File: src/design/spim_pkg.sv
// ----------------------------------------------------------------------------
// spim_pkg
// Shared types, register indexes and the divider helper for the SPI master.
// ----------------------------------------------------------------------------
package spim_pkg;

  localparam int WORD_BITS_DEF = 16;
  localparam int TX_W          = 16;
  localparam int RX_W          = 16;
  localparam int DIV_W         = 9;
  localparam int HALF_W        = 10;
  localparam int CFG_INDEX_W   = 3;
  localparam int CFG_DATA_W    = 3;

  localparam logic [CFG_INDEX_W-1:0] CFG_WORD_SIXTEEN    = 3'd0;
  localparam logic [CFG_INDEX_W-1:0] CFG_CLOCK_IDLE_HIGH = 3'd1;
  localparam logic [CFG_INDEX_W-1:0] CFG_OUT_ON_ACT_IDLE = 3'd2;
  localparam logic [CFG_INDEX_W-1:0] CFG_SAMPLE_AT_END   = 3'd3;
  localparam logic [CFG_INDEX_W-1:0] CFG_PRIMARY         = 3'd4;
  localparam logic [CFG_INDEX_W-1:0] CFG_SECONDARY       = 3'd5;

  localparam logic OP_TICK  = 1'b0;
  localparam logic OP_WRITE = 1'b1;

  typedef struct packed {
    logic       word_sixteen;
    logic       clock_idle_high;
    logic       out_on_active_to_idle;
    logic       sample_at_end;
    logic [1:0] primary_prescale;
    logic [2:0] secondary_prescale;
  } cfg_t;

  typedef struct packed {
    logic            sck_level;
    logic            mosi_bit;
    logic            select_n;
    logic [RX_W-1:0] rx_word;
    logic            rx_full;
    logic            busy_res;
  } res_t;

  // primary (64/16/4/1) times secondary (8 - code); the primary is a shift
  function automatic logic [HALF_W-1:0] half_ticks(input logic [1:0] prim,
                                                   input logic [2:0] sec);
    logic [3:0] s;
    s = 4'd8 - {1'b0, sec};
    case (prim)
      2'd0:    half_ticks = {s, 6'b0};
      2'd1:    half_ticks = {2'b0, s, 4'b0};
      2'd2:    half_ticks = {4'b0, s, 2'b0};
      default: half_ticks = {6'b0, s};
    endcase
  endfunction

endpackage

File: src/design/spim_core.sv
// ----------------------------------------------------------------------------
// spim_core
// Shifter, bit counter, clock divider and burst state; one update per transfer.
// ----------------------------------------------------------------------------
module spim_core #(
  parameter int WORD_BITS = spim_pkg::WORD_BITS_DEF
) (
  input  logic                     clk,
  input  logic                     rst_n,
  input  logic                     step,
  input  logic                     op,
  input  logic [spim_pkg::TX_W-1:0] tx_word,
  input  logic                     last_word,
  input  logic                     miso_bit,
  input  spim_pkg::cfg_t           cfg,
  output spim_pkg::res_t           res
);

  localparam int BL_W = $clog2(WORD_BITS + 1);

  logic [WORD_BITS-1:0]       shift_out_r, shift_out_nxt;
  logic [WORD_BITS-1:0]       shift_in_r, shift_in_nxt;
  logic [BL_W-1:0]            bits_left_r, bits_left_nxt;
  logic [spim_pkg::DIV_W-1:0] div_cnt_r, div_cnt_nxt;
  logic                       phase_r, phase_nxt;
  logic [spim_pkg::RX_W-1:0]  rx_hold_r, rx_hold_nxt;
  logic                       rx_full_r, rx_full_nxt;
  logic                       burst_r, burst_nxt;
  logic                       close_r, close_nxt;

  logic [spim_pkg::DIV_W-1:0]  cnt_inc;
  logic [spim_pkg::HALF_W-1:0] half;
  logic                        half_end;
  logic [WORD_BITS-1:0]        shift_in_s;
  logic                        active_first, active;

  assign cnt_inc  = div_cnt_r + 1'b1;
  assign half     = spim_pkg::half_ticks(cfg.primary_prescale, cfg.secondary_prescale);
  assign half_end = ({1'b0, cnt_inc} >= half) || (cnt_inc == '0);

  always_comb begin
    shift_out_nxt = shift_out_r;
    shift_in_nxt  = shift_in_r;
    bits_left_nxt = bits_left_r;
    div_cnt_nxt   = div_cnt_r;
    phase_nxt     = phase_r;
    rx_hold_nxt   = rx_hold_r;
    rx_full_nxt   = rx_full_r;
    burst_nxt     = burst_r;
    close_nxt     = close_r;
    shift_in_s    = {shift_in_r[WORD_BITS-2:0], miso_bit};
    if (op == spim_pkg::OP_WRITE) begin
      if (bits_left_r == '0) begin
        if (cfg.word_sixteen) begin
          shift_out_nxt = WORD_BITS'(tx_word);
          bits_left_nxt = BL_W'(WORD_BITS);
        end else begin
          shift_out_nxt = {tx_word[7:0], {(WORD_BITS-8){1'b0}}};
          bits_left_nxt = BL_W'(8);
        end
        shift_in_nxt = '0;
        div_cnt_nxt  = '0;
        phase_nxt    = 1'b0;
        rx_full_nxt  = 1'b0;
        burst_nxt    = 1'b1;
        close_nxt    = last_word;
      end
    end else if (bits_left_r != '0) begin
      div_cnt_nxt = cnt_inc;
      if (half_end) begin
        div_cnt_nxt = '0;
        if (!phase_r) begin
          phase_nxt = 1'b1;
          if (!cfg.sample_at_end) begin
            shift_in_nxt = shift_in_s;
          end
        end else begin
          phase_nxt = 1'b0;
          if (cfg.sample_at_end) begin
            shift_in_nxt = shift_in_s;
          end
          shift_out_nxt = {shift_out_r[WORD_BITS-2:0], 1'b0};
          bits_left_nxt = bits_left_r - 1'b1;
          if (bits_left_r == BL_W'(1)) begin
            rx_hold_nxt = shift_in_nxt[spim_pkg::RX_W-1:0];
            rx_full_nxt = 1'b1;
            if (close_r) begin
              burst_nxt = 1'b0;
              close_nxt = 1'b0;
            end
          end
        end
      end
    end
  end

  always_ff @(posedge clk) begin
    if (!rst_n) begin
      shift_out_r <= '0;
      shift_in_r  <= '0;
      bits_left_r <= '0;
      div_cnt_r   <= '0;
      phase_r     <= 1'b0;
      rx_hold_r   <= '0;
      rx_full_r   <= 1'b0;
      burst_r     <= 1'b0;
      close_r     <= 1'b0;
    end else if (step) begin
      shift_out_r <= shift_out_nxt;
      shift_in_r  <= shift_in_nxt;
      bits_left_r <= bits_left_nxt;
      div_cnt_r   <= div_cnt_nxt;
      phase_r     <= phase_nxt;
      rx_hold_r   <= rx_hold_nxt;
      rx_full_r   <= rx_full_nxt;
      burst_r     <= burst_nxt;
      close_r     <= close_nxt;
    end
  end

  assign active_first = !cfg.out_on_active_to_idle;
  assign active       = phase_nxt ? !active_first : active_first;

  always_comb begin
    res.busy_res  = (bits_left_nxt != '0);
    res.sck_level = res.busy_res ? (active ^ cfg.clock_idle_high) : cfg.clock_idle_high;
    res.mosi_bit  = res.busy_res ? shift_out_nxt[WORD_BITS-1] : 1'b0;
    res.select_n  = !burst_nxt;
    res.rx_word   = rx_hold_nxt;
    res.rx_full   = rx_full_nxt;
  end

endmodule

File: src/design/spi_master_burst_shifter.sv
// ----------------------------------------------------------------------------
// spi_master_burst_shifter
// SPI master, modes 0-3, 8/16-bit words, with input and result registers.
// ----------------------------------------------------------------------------
//  channel | signals                                   | transfer when
//  in      | in_op in_tx_word in_last_word in_miso_bit | in_valid & in_ready
//  out     | out_sck_level .. out_busy_res             | out_valid & out_ready
//  cfg     | cfg_we cfg_index cfg_data                 | cfg_we
//
//  One transfer per cycle while no result is stalled; a result passes the input
//  register, then one update of the shifter state into the result reg, and
//  is valid from there.
//  Reset clears valid flags and core state; the configuration resets to zero.
//  A stalled result holds the pipe; in_ready drops only when both stages hold.
// ----------------------------------------------------------------------------
module spi_master_burst_shifter #(
  parameter int WORD_BITS = spim_pkg::WORD_BITS_DEF
) (
  input  logic                            clk,
  input  logic                            rst_n,
  input  logic                            in_valid,
  output logic                            in_ready,
  input  logic                            in_op,
  input  logic [spim_pkg::TX_W-1:0]       in_tx_word,
  input  logic                            in_last_word,
  input  logic                            in_miso_bit,
  output logic                            out_valid,
  input  logic                            out_ready,
  output logic                            out_sck_level,
  output logic                            out_mosi_bit,
  output logic                            out_select_n,
  output logic [spim_pkg::RX_W-1:0]       out_rx_word,
  output logic                            out_rx_full,
  output logic                            out_busy_res,
  input  logic                            cfg_we,
  input  logic [spim_pkg::CFG_INDEX_W-1:0] cfg_index,
  input  logic [spim_pkg::CFG_DATA_W-1:0]  cfg_data
);

  spim_pkg::cfg_t cfg_r;

  logic                      in_valid_r;
  logic                      op_r, last_r, miso_r;
  logic [spim_pkg::TX_W-1:0] tx_r;
  logic                      out_valid_r;
  spim_pkg::res_t            res, res_r;
  logic                      advance;

  always_ff @(posedge clk) begin
    if (!rst_n) begin
      cfg_r <= '0;
    end else if (cfg_we) begin
      case (cfg_index)
        spim_pkg::CFG_WORD_SIXTEEN:    cfg_r.word_sixteen          <= cfg_data[0];
        spim_pkg::CFG_CLOCK_IDLE_HIGH: cfg_r.clock_idle_high       <= cfg_data[0];
        spim_pkg::CFG_OUT_ON_ACT_IDLE: cfg_r.out_on_active_to_idle <= cfg_data[0];
        spim_pkg::CFG_SAMPLE_AT_END:   cfg_r.sample_at_end         <= cfg_data[0];
        spim_pkg::CFG_PRIMARY:         cfg_r.primary_prescale      <= cfg_data[1:0];
        spim_pkg::CFG_SECONDARY:       cfg_r.secondary_prescale    <= cfg_data[2:0];
        default: ;
      endcase
    end
  end

  assign advance  = in_valid_r && (!out_valid_r || out_ready);
  assign in_ready = !in_valid_r || advance;

  always_ff @(posedge clk) begin
    if (!rst_n) begin
      in_valid_r <= 1'b0;
    end else if (in_ready) begin
      in_valid_r <= in_valid;
    end
  end

  always_ff @(posedge clk) begin
    if (in_ready && in_valid) begin
      op_r   <= in_op;
      tx_r   <= in_tx_word;
      last_r <= in_last_word;
      miso_r <= in_miso_bit;
    end
  end

  spim_core #(
    .WORD_BITS(WORD_BITS)
  ) u_core (
    .clk       (clk),
    .rst_n     (rst_n),
    .step      (advance),
    .op        (op_r),
    .tx_word   (tx_r),
    .last_word (last_r),
    .miso_bit  (miso_r),
    .cfg       (cfg_r),
    .res       (res)
  );

  always_ff @(posedge clk) begin
    if (!rst_n) begin
      out_valid_r <= 1'b0;
    end else if (advance) begin
      out_valid_r <= 1'b1;
    end else if (out_ready) begin
      out_valid_r <= 1'b0;
    end
  end

  always_ff @(posedge clk) begin
    if (advance) begin
      res_r <= res;
    end
  end

  assign out_valid     = out_valid_r;
  assign out_sck_level = res_r.sck_level;
  assign out_mosi_bit  = res_r.mosi_bit;
  assign out_select_n  = res_r.select_n;
  assign out_rx_word   = res_r.rx_word;
  assign out_rx_full   = res_r.rx_full;
  assign out_busy_res  = res_r.busy_res;

endmodule

File: config.mk
export PLATFORM = sky130hd
export DESIGN_NAME = spi_master_burst_shifter
export DESIGN_NICKNAME = d
export VERILOG_FILES = /design/src/design/spim_pkg.sv /design/src/design/spim_core.sv /design/src/design/spi_master_burst_shifter.sv
export SDC_FILE = /design/constraint.sdc
export NUM_CORES = 1
export LEC_CHECK = 0
export BUFFER_PORTS_ARGS = -buffer_cell sky130_fd_sc_hd__buf_2
export CAP_MARGIN = 20
export CORE_MARGIN = 1.5
export CORE_UTILIZATION = 55
export CTS_CLUSTER_DIAMETER = 120
export DETAILED_ROUTE_END_ITERATION = 8
export GPL_TIMING_DRIVEN = 0
export PLACE_DENSITY = 0.77
export SKIP_CTS_REPAIR_TIMING = 1
export SLEW_MARGIN = 20
export SYNTH_ARGS = -nofsm -noshare
export SYNTH_HDL_FRONTEND = slang
export SYNTH_SLANG_ARGS = --single-unit
File: constraint.sdc
create_clock -name clk -period 5.55 [get_ports clk]
set_input_delay 1.11 -clock clk [delete_from_list [all_inputs] [get_ports clk]]
set_output_delay 1.11 -clock clk [all_outputs]
set_load 0.02 [all_outputs]
After elaboration in Yosys (flattened, before gate mapping)
Index checks and enable logic that the tools add are counted.
Cells by class
  $add $sub $neg: 3
  $lt $le $gt $ge: 1
  equal/unequal tests: 10
  mux-type cells: 57
  bitwise logic cells: 1
  reduce and logical (&&, ||, !) cells: 30
Operator list (number)
  $mux W16: 18
  $mux W9: 4
  $mux W5: 6
  $pmux W10 S3: 1
  $mux W1: 28
  $reduce_and A2 Y1: 6
  $ge A9 B10 Y1: 1
  $reduce_and A5 Y1: 2
  $reduce_bool A2 Y1: 5
  $reduce_bool A5 Y1: 2
  $add A9 B1 Y9 const B: 1
  $logic_not A9 Y1: 1
  $eq A3 B2 Y1 const B: 2
  $eq A3 B3 Y1 const B: 2
  $reduce_and A6 Y1: 1
  $eq A5 B1 Y1 const B: 1
  $logic_not A5 Y1: 1
  $sub A5 B1 Y5 const B: 1
  $logic_not A1 Y1: 4
  $sub A4 B3 Y4 const A: 1
  $eq A3 B1 Y1 const B: 1
  $logic_not A3 Y1: 1
  $logic_or A1 B1 Y1: 3
  $ne A3 B1 Y1 const B: 1
  7 further kinds: 8
Storage, ports and cells
  flip-flop bits (word level): 117
  logic and storage cells: 130

Depth between registers and ports, before layout
  depth after elaboration: 10
  gate-level depth with buffers: 17
  depth with buffers taken out: 15

Cells and area by module
From an unflattened synthesis, not the netlist that was laid out.
Second synthesis, totals
  cells, all modules: 584
  area total of the unflattened synthesis: 5677.9 µm²
By module, submodules not included
  spim_core: instances 1, cells each 498, area each 4002.6 µm²
  spi_master_burst_shifter: instances 1, cells each 86, area each 1675.4 µm²

Worst setup path before layout
Ideal clock, no wire load.
  kind: reg-to-reg
  start: register u_core.div_cnt_r[0] in the netlist's numbering
  end: register res_r, in the netlist out_rx_word[0] (data pin)
  setup time: 264 ps
  arrival: 3586 ps
  data required time: 5286 ps
  path slack: 1700 ps
  stages on the path, launching flop included: 14
  buffers on the path: 2
  clock period less this slack: 3850 ps
  path through: dfxtp_1 -> ha_1 -> clkbuf_1 -> inv_1 -> or2_2 -> nor2_1 -> xor2_1 -> ha_1 -> nand3_1 -> o41ai_1 -> o21bai_1 -> a211oi_4 -> buf_8 -> mux2_4
RTL lines
  start: declaration: RTL line spim_core.sv:24  | logic [spim_pkg::DIV_W-1:0] div_cnt_r, div_cnt_nxt;
  start signal: assignment: RTL line spim_core.sv:112  | div_cnt_r <= div_cnt_nxt;
  end signal: assignment: RTL line spi_master_burst_shifter.sv:111  | res_r <= res;
  end: declaration: RTL line spi_master_burst_shifter.sv:46  | spim_pkg::res_t res, res_r;

Final worst setup path
  start: register u_core.div_cnt_r[0] in the netlist's numbering
  end: register u_core.shift_in_r[7]
On the way
  longest elaborated chain between the ends: 5
  elaborated cells between the ends (all ways): 6
  those cells by class: add/sub (1); order compare (1); reduce/logical (4)
Ends and longest elaborated chain
  $add A9 B1 Y9 *: RTL line spim_core.sv:37  | assign cnt_inc = div_cnt_r + 1'b1;
  $ge A9 B10 Y1 or $logic_not A9 Y1 (tied branches): RTL line spim_core.sv:39  | assign half_end = ({1'b0, cnt_inc} >= half) || (cnt_inc == '0);
  $logic_or A1 B1 Y1 *: RTL line spim_core.sv:39
  $reduce_bool A2 Y1 (no line) *
  $reduce_and A5 Y1 (no line) *
  end signal: assignment: RTL line spim_core.sv:110  | shift_in_r <= shift_in_nxt;
  end: declaration: RTL line spim_core.sv:22  | logic [WORD_BITS-1:0] shift_in_r, shift_in_nxt;
Every way passes the cells marked *; elsewhere a longest branch is shown, timed or not.
A chain may end at the register's enable or synchronous reset.

==> summary.txt <==
Outcome
  • Status: completed

Yosys
  • Post-synthesis register bit count: 117
  • Synth top area cells: dfxtp_1, edfxtp_1, mux2_2
  • Post-synth EDFFs: 40
  • Synth area leader: dfxtp_1
  • Syn avg cell area: 10.44 um2
  • Post-synth net total: 607
  • Mapped cell area: 5856 um2
  • Unique masters post-synth: 68
  • Cells after Synth: 561
  • Ys async rst share: 0%
  • Sequential fraction of the synthesis area: 46.84%
  • Post-synth top area share: 26.32%
  • Ys flop type: dfxtp_1
  • YS warnings: 0

Clocking
  • Clk slew on worst S/H paths: 0.06 ns
  • CTS tree: yes
  • CTS Buf Count: 17
  • Longest Clk Path Bufs: 2
  • Clock Latency Late Sink: 0.53 ns
  • Clock root cell: clkbuf_8
  • CTS sink cnt: 117
  • H-tree Lvls: 4

Setup path
  • Req. time, crit path: 6.01 ns
  • CP Launch Type: register
  • Worst reg2reg setup slack: 0.86 ns
  • Critical path capture point type: register
  • Cells along the critical path: ha_1, clkbuf_1, inv_1, or2_2, nor2_1, xor2_1, ha_1, a21oi_1, o41ai_1, o21bai_1, a21oi_1, o21ai_1, clkbuf_1, a22oi_1, nor2b_1
  • Max Fanout on Critical Path: 10
  • Crit-path slowest cell: o21bai_1
  • Critical path arrival: 5.15 ns
  • Worst setup path category: register to register
  • Slowest cell delay on critical path: 0.75 ns

Final layout
  • Final std cells w/o fill: 780
  • Syn-to-layout area delta: 17.39%
  • Fin util: 66.59%
  • Layout cells sized above 1: 22.98%
  • Fin nets: 677
  • Antenna Cells: 0
  • Commonest non-fill, non-tap cell in the layout: dfxtp_1
  • Commonest cells after routing, fill and taps aside: dfxtp_1, nand2_1, buf_2

Routing
  • Total wire length: 13.04 mm
  • DRC: 0
  • Antenna viol nets, final: 0
  • DR vias/cell: 5.742
  • Via count: 4479
  • Iteration-0 DRC Markers: 351
  • Drt pass-1 iters: 5
  • DR WL/cell: 16.72 um

Power and ir drop
  • Clock share of power: 50.9%
  • VDD IR-drop max: 0.2234 mV
  • Logic pwr share: 6.1%
  • Net Sw Frac: 21.90%
  • Psw: 0.0004698 W
  • Leak: 2.691 nW
  • PD cells: 312.1 nW/um2
  • Flop pwr share: 43.0%
  • Internal power: 0.001676 W

Placed design
  • # placed instances: 748
  • Hpwl dp: 8.854 mm
  • DP Worst Slack: 0.9635 ns
  • Routability cong.: 0.8636
  • Port Buffers: 51

Floorplanning
  • Die height: 106.2 um
  • Area of the core: 10320 um2
  • Effective utilization at floorplan: 56.72%
  • Die Footprint: 11270 um2
  • Total I/O pin count: 53
  • # rows: 37
  • Die W: 106.2 um

STA
  • Clock skew: 0.006521 ns
  • RSZ-0062 raised after global routing: false
  • Worst setup margin: 0.8575 ns
  • Fin crit period: 4.693 ns
  • Fin Hold WS: 0.4485 ns
  • Worst rel slew slack: 37.48%
  • Final Setup Violations: 0
  • Worst Max-Slew Pin Slew: 0.9359 ns
  • Fmax: 0.2131 GHz
  • Final TNS setup: 0 ns
  • Final hold vios: 0
  • Tcrit/Tclk final: 84.55%
  • Final Max Slew Viols: 0

Global route
  • Largest net degree at the start of global routing: 31
  • Initial antenna violation count: 0
  • Global Route Usage Sum: 24.73%
  • First-pass GRT wire length: 21.51 mm
  • Gr ovfl total: 0
  • Vias in the first global route: 4512

Hold path
  • Hold Path Class: register to register

Job
  • Maxcap violations: 0
[per-layer routing]
layer,share of wire (%),vias to the layer above,GRT usage (%)
li1,-,2179,-
met1,45,2178,30.36
met2,50,95,41.06
met3,3.8,27,6.193
met4,1.9,0,11.00
met5,0,-,0
[critical path, delay by kind of cell (launching register included)]
kind	cells	cell delay (ns)
flops	1	0.51
xor+xnor	1	0.24
compound gates	6	1.94
buf+inv	3	0.77
fa+ha+maj	2	0.49
simple gates	3	0.66
[power groups by stage]
| stage | clock network [W] | registers, W | logic (W) |
|---|---|---|---|
| floorplan | 0 | 0.000948 | 0.0000747 |
| global placement | 0 | 0.000939 | 0.000126 |
| detailed placement | 0 | 0.000941 | 0.000129 |
| CTS | 0.00111 | 0.000923 | 0.000130 |
| global route | 0.00115 | 0.000925 | 0.000143 |
| finish | 0.00109 | 0.000923 | 0.000130 |
[registers in the layout (all words and copies together), names as in the netlist, 5 cells and up]
signal,cells
cfg_r,9
out_rx_word,16
tx_r,16
u_core.bits_left_r,5
u_core.div_cnt_r,9
u_core.rx_hold_r,16
u_core.shift_in_r,16
u_core.shift_out_r,16
[cell usage after synthesis (5+ instances only)]
| master | instances |
|---|---|
| dfxtp_1 | 77 |
| nand2_1 | 56 |
| edfxtp_1 | 40 |
| nor2b_1 | 35 |
| a22oi_1 | 27 |
| clkbuf_1 | 27 |
| mux2_2 | 25 |
| nor2_1 | 25 |
| mux2i_1 | 19 |
| ha_1 | 16 |
| a21oi_1 | 15 |
| inv_1 | 14 |
| nand3_1 | 13 |
| o211a_1 | 13 |
| o21ai_0 | 12 |
| o211ai_1 | 10 |
| nand2_2 | 9 |
| a21boi_1 | 8 |
| mux2_4 | 8 |
| a21boi_2 | 7 |
| a221o_1 | 7 |
| xnor2_1 | 6 |
| and2_1 | 5 |
| and3_1 | 5 |
| nand2b_1 | 5 |
| o21a_1 | 5 |
| xor2_1 | 5 |
[per-stage QoR]
step / total power (W) / cell area, um2
6_report: 0.002145 / 6874
5_1_grt: 0.002218 / 6874
4_1_cts: 0.002163 / 6874
3_5_place_dp: 0.001070 / 6281
3_3_place_gp: 0.001065 / 6281
2_1_floorplan: 0.001023 / 5856
[final cells by class]
cell class	instances	area, um2
clock buffers	23	466.7
clock inverters	9	126.4
multi-input cells	391	2861
repair buffers	51	255.2
well taps	136	170.2
inverters	15	56.30
plain buffers	38	195.2
flip-flops and latches	117	2743
fillers	804	3450
[final timing paths]
kind                           to                  from  depth (start not counted)
min          u_core.rx_hold_r[11]  u_core.rx_hold_r[11]                          2
min reg2reg  u_core.rx_hold_r[11]  u_core.rx_hold_r[11]                          2
max reg2reg  u_core.shift_in_r[7]   u_core.div_cnt_r[0]                         15
max          u_core.shift_in_r[7]   u_core.div_cnt_r[0]                         15
[cell families (layout without fill, tap and decap cells)]
kind of cell / count (synthesis) / count (layout) / synth area share, %
AO/OA/AOI/OAI: 134 / 134 / 17.78
XOR/XNOR: 11 / 11 / 1.645
adder cells (fa/ha/maj): 16 / 16 / 3.419
buffers and inverters: 53 / 136 / 4.295
flip-flops: 117 / 117 / 46.84
multiplexers: 52 / 52 / 10.11
AND/OR/NAND/NOR: 178 / 178 / 15.92
Power figures use the tool's default switching activity.
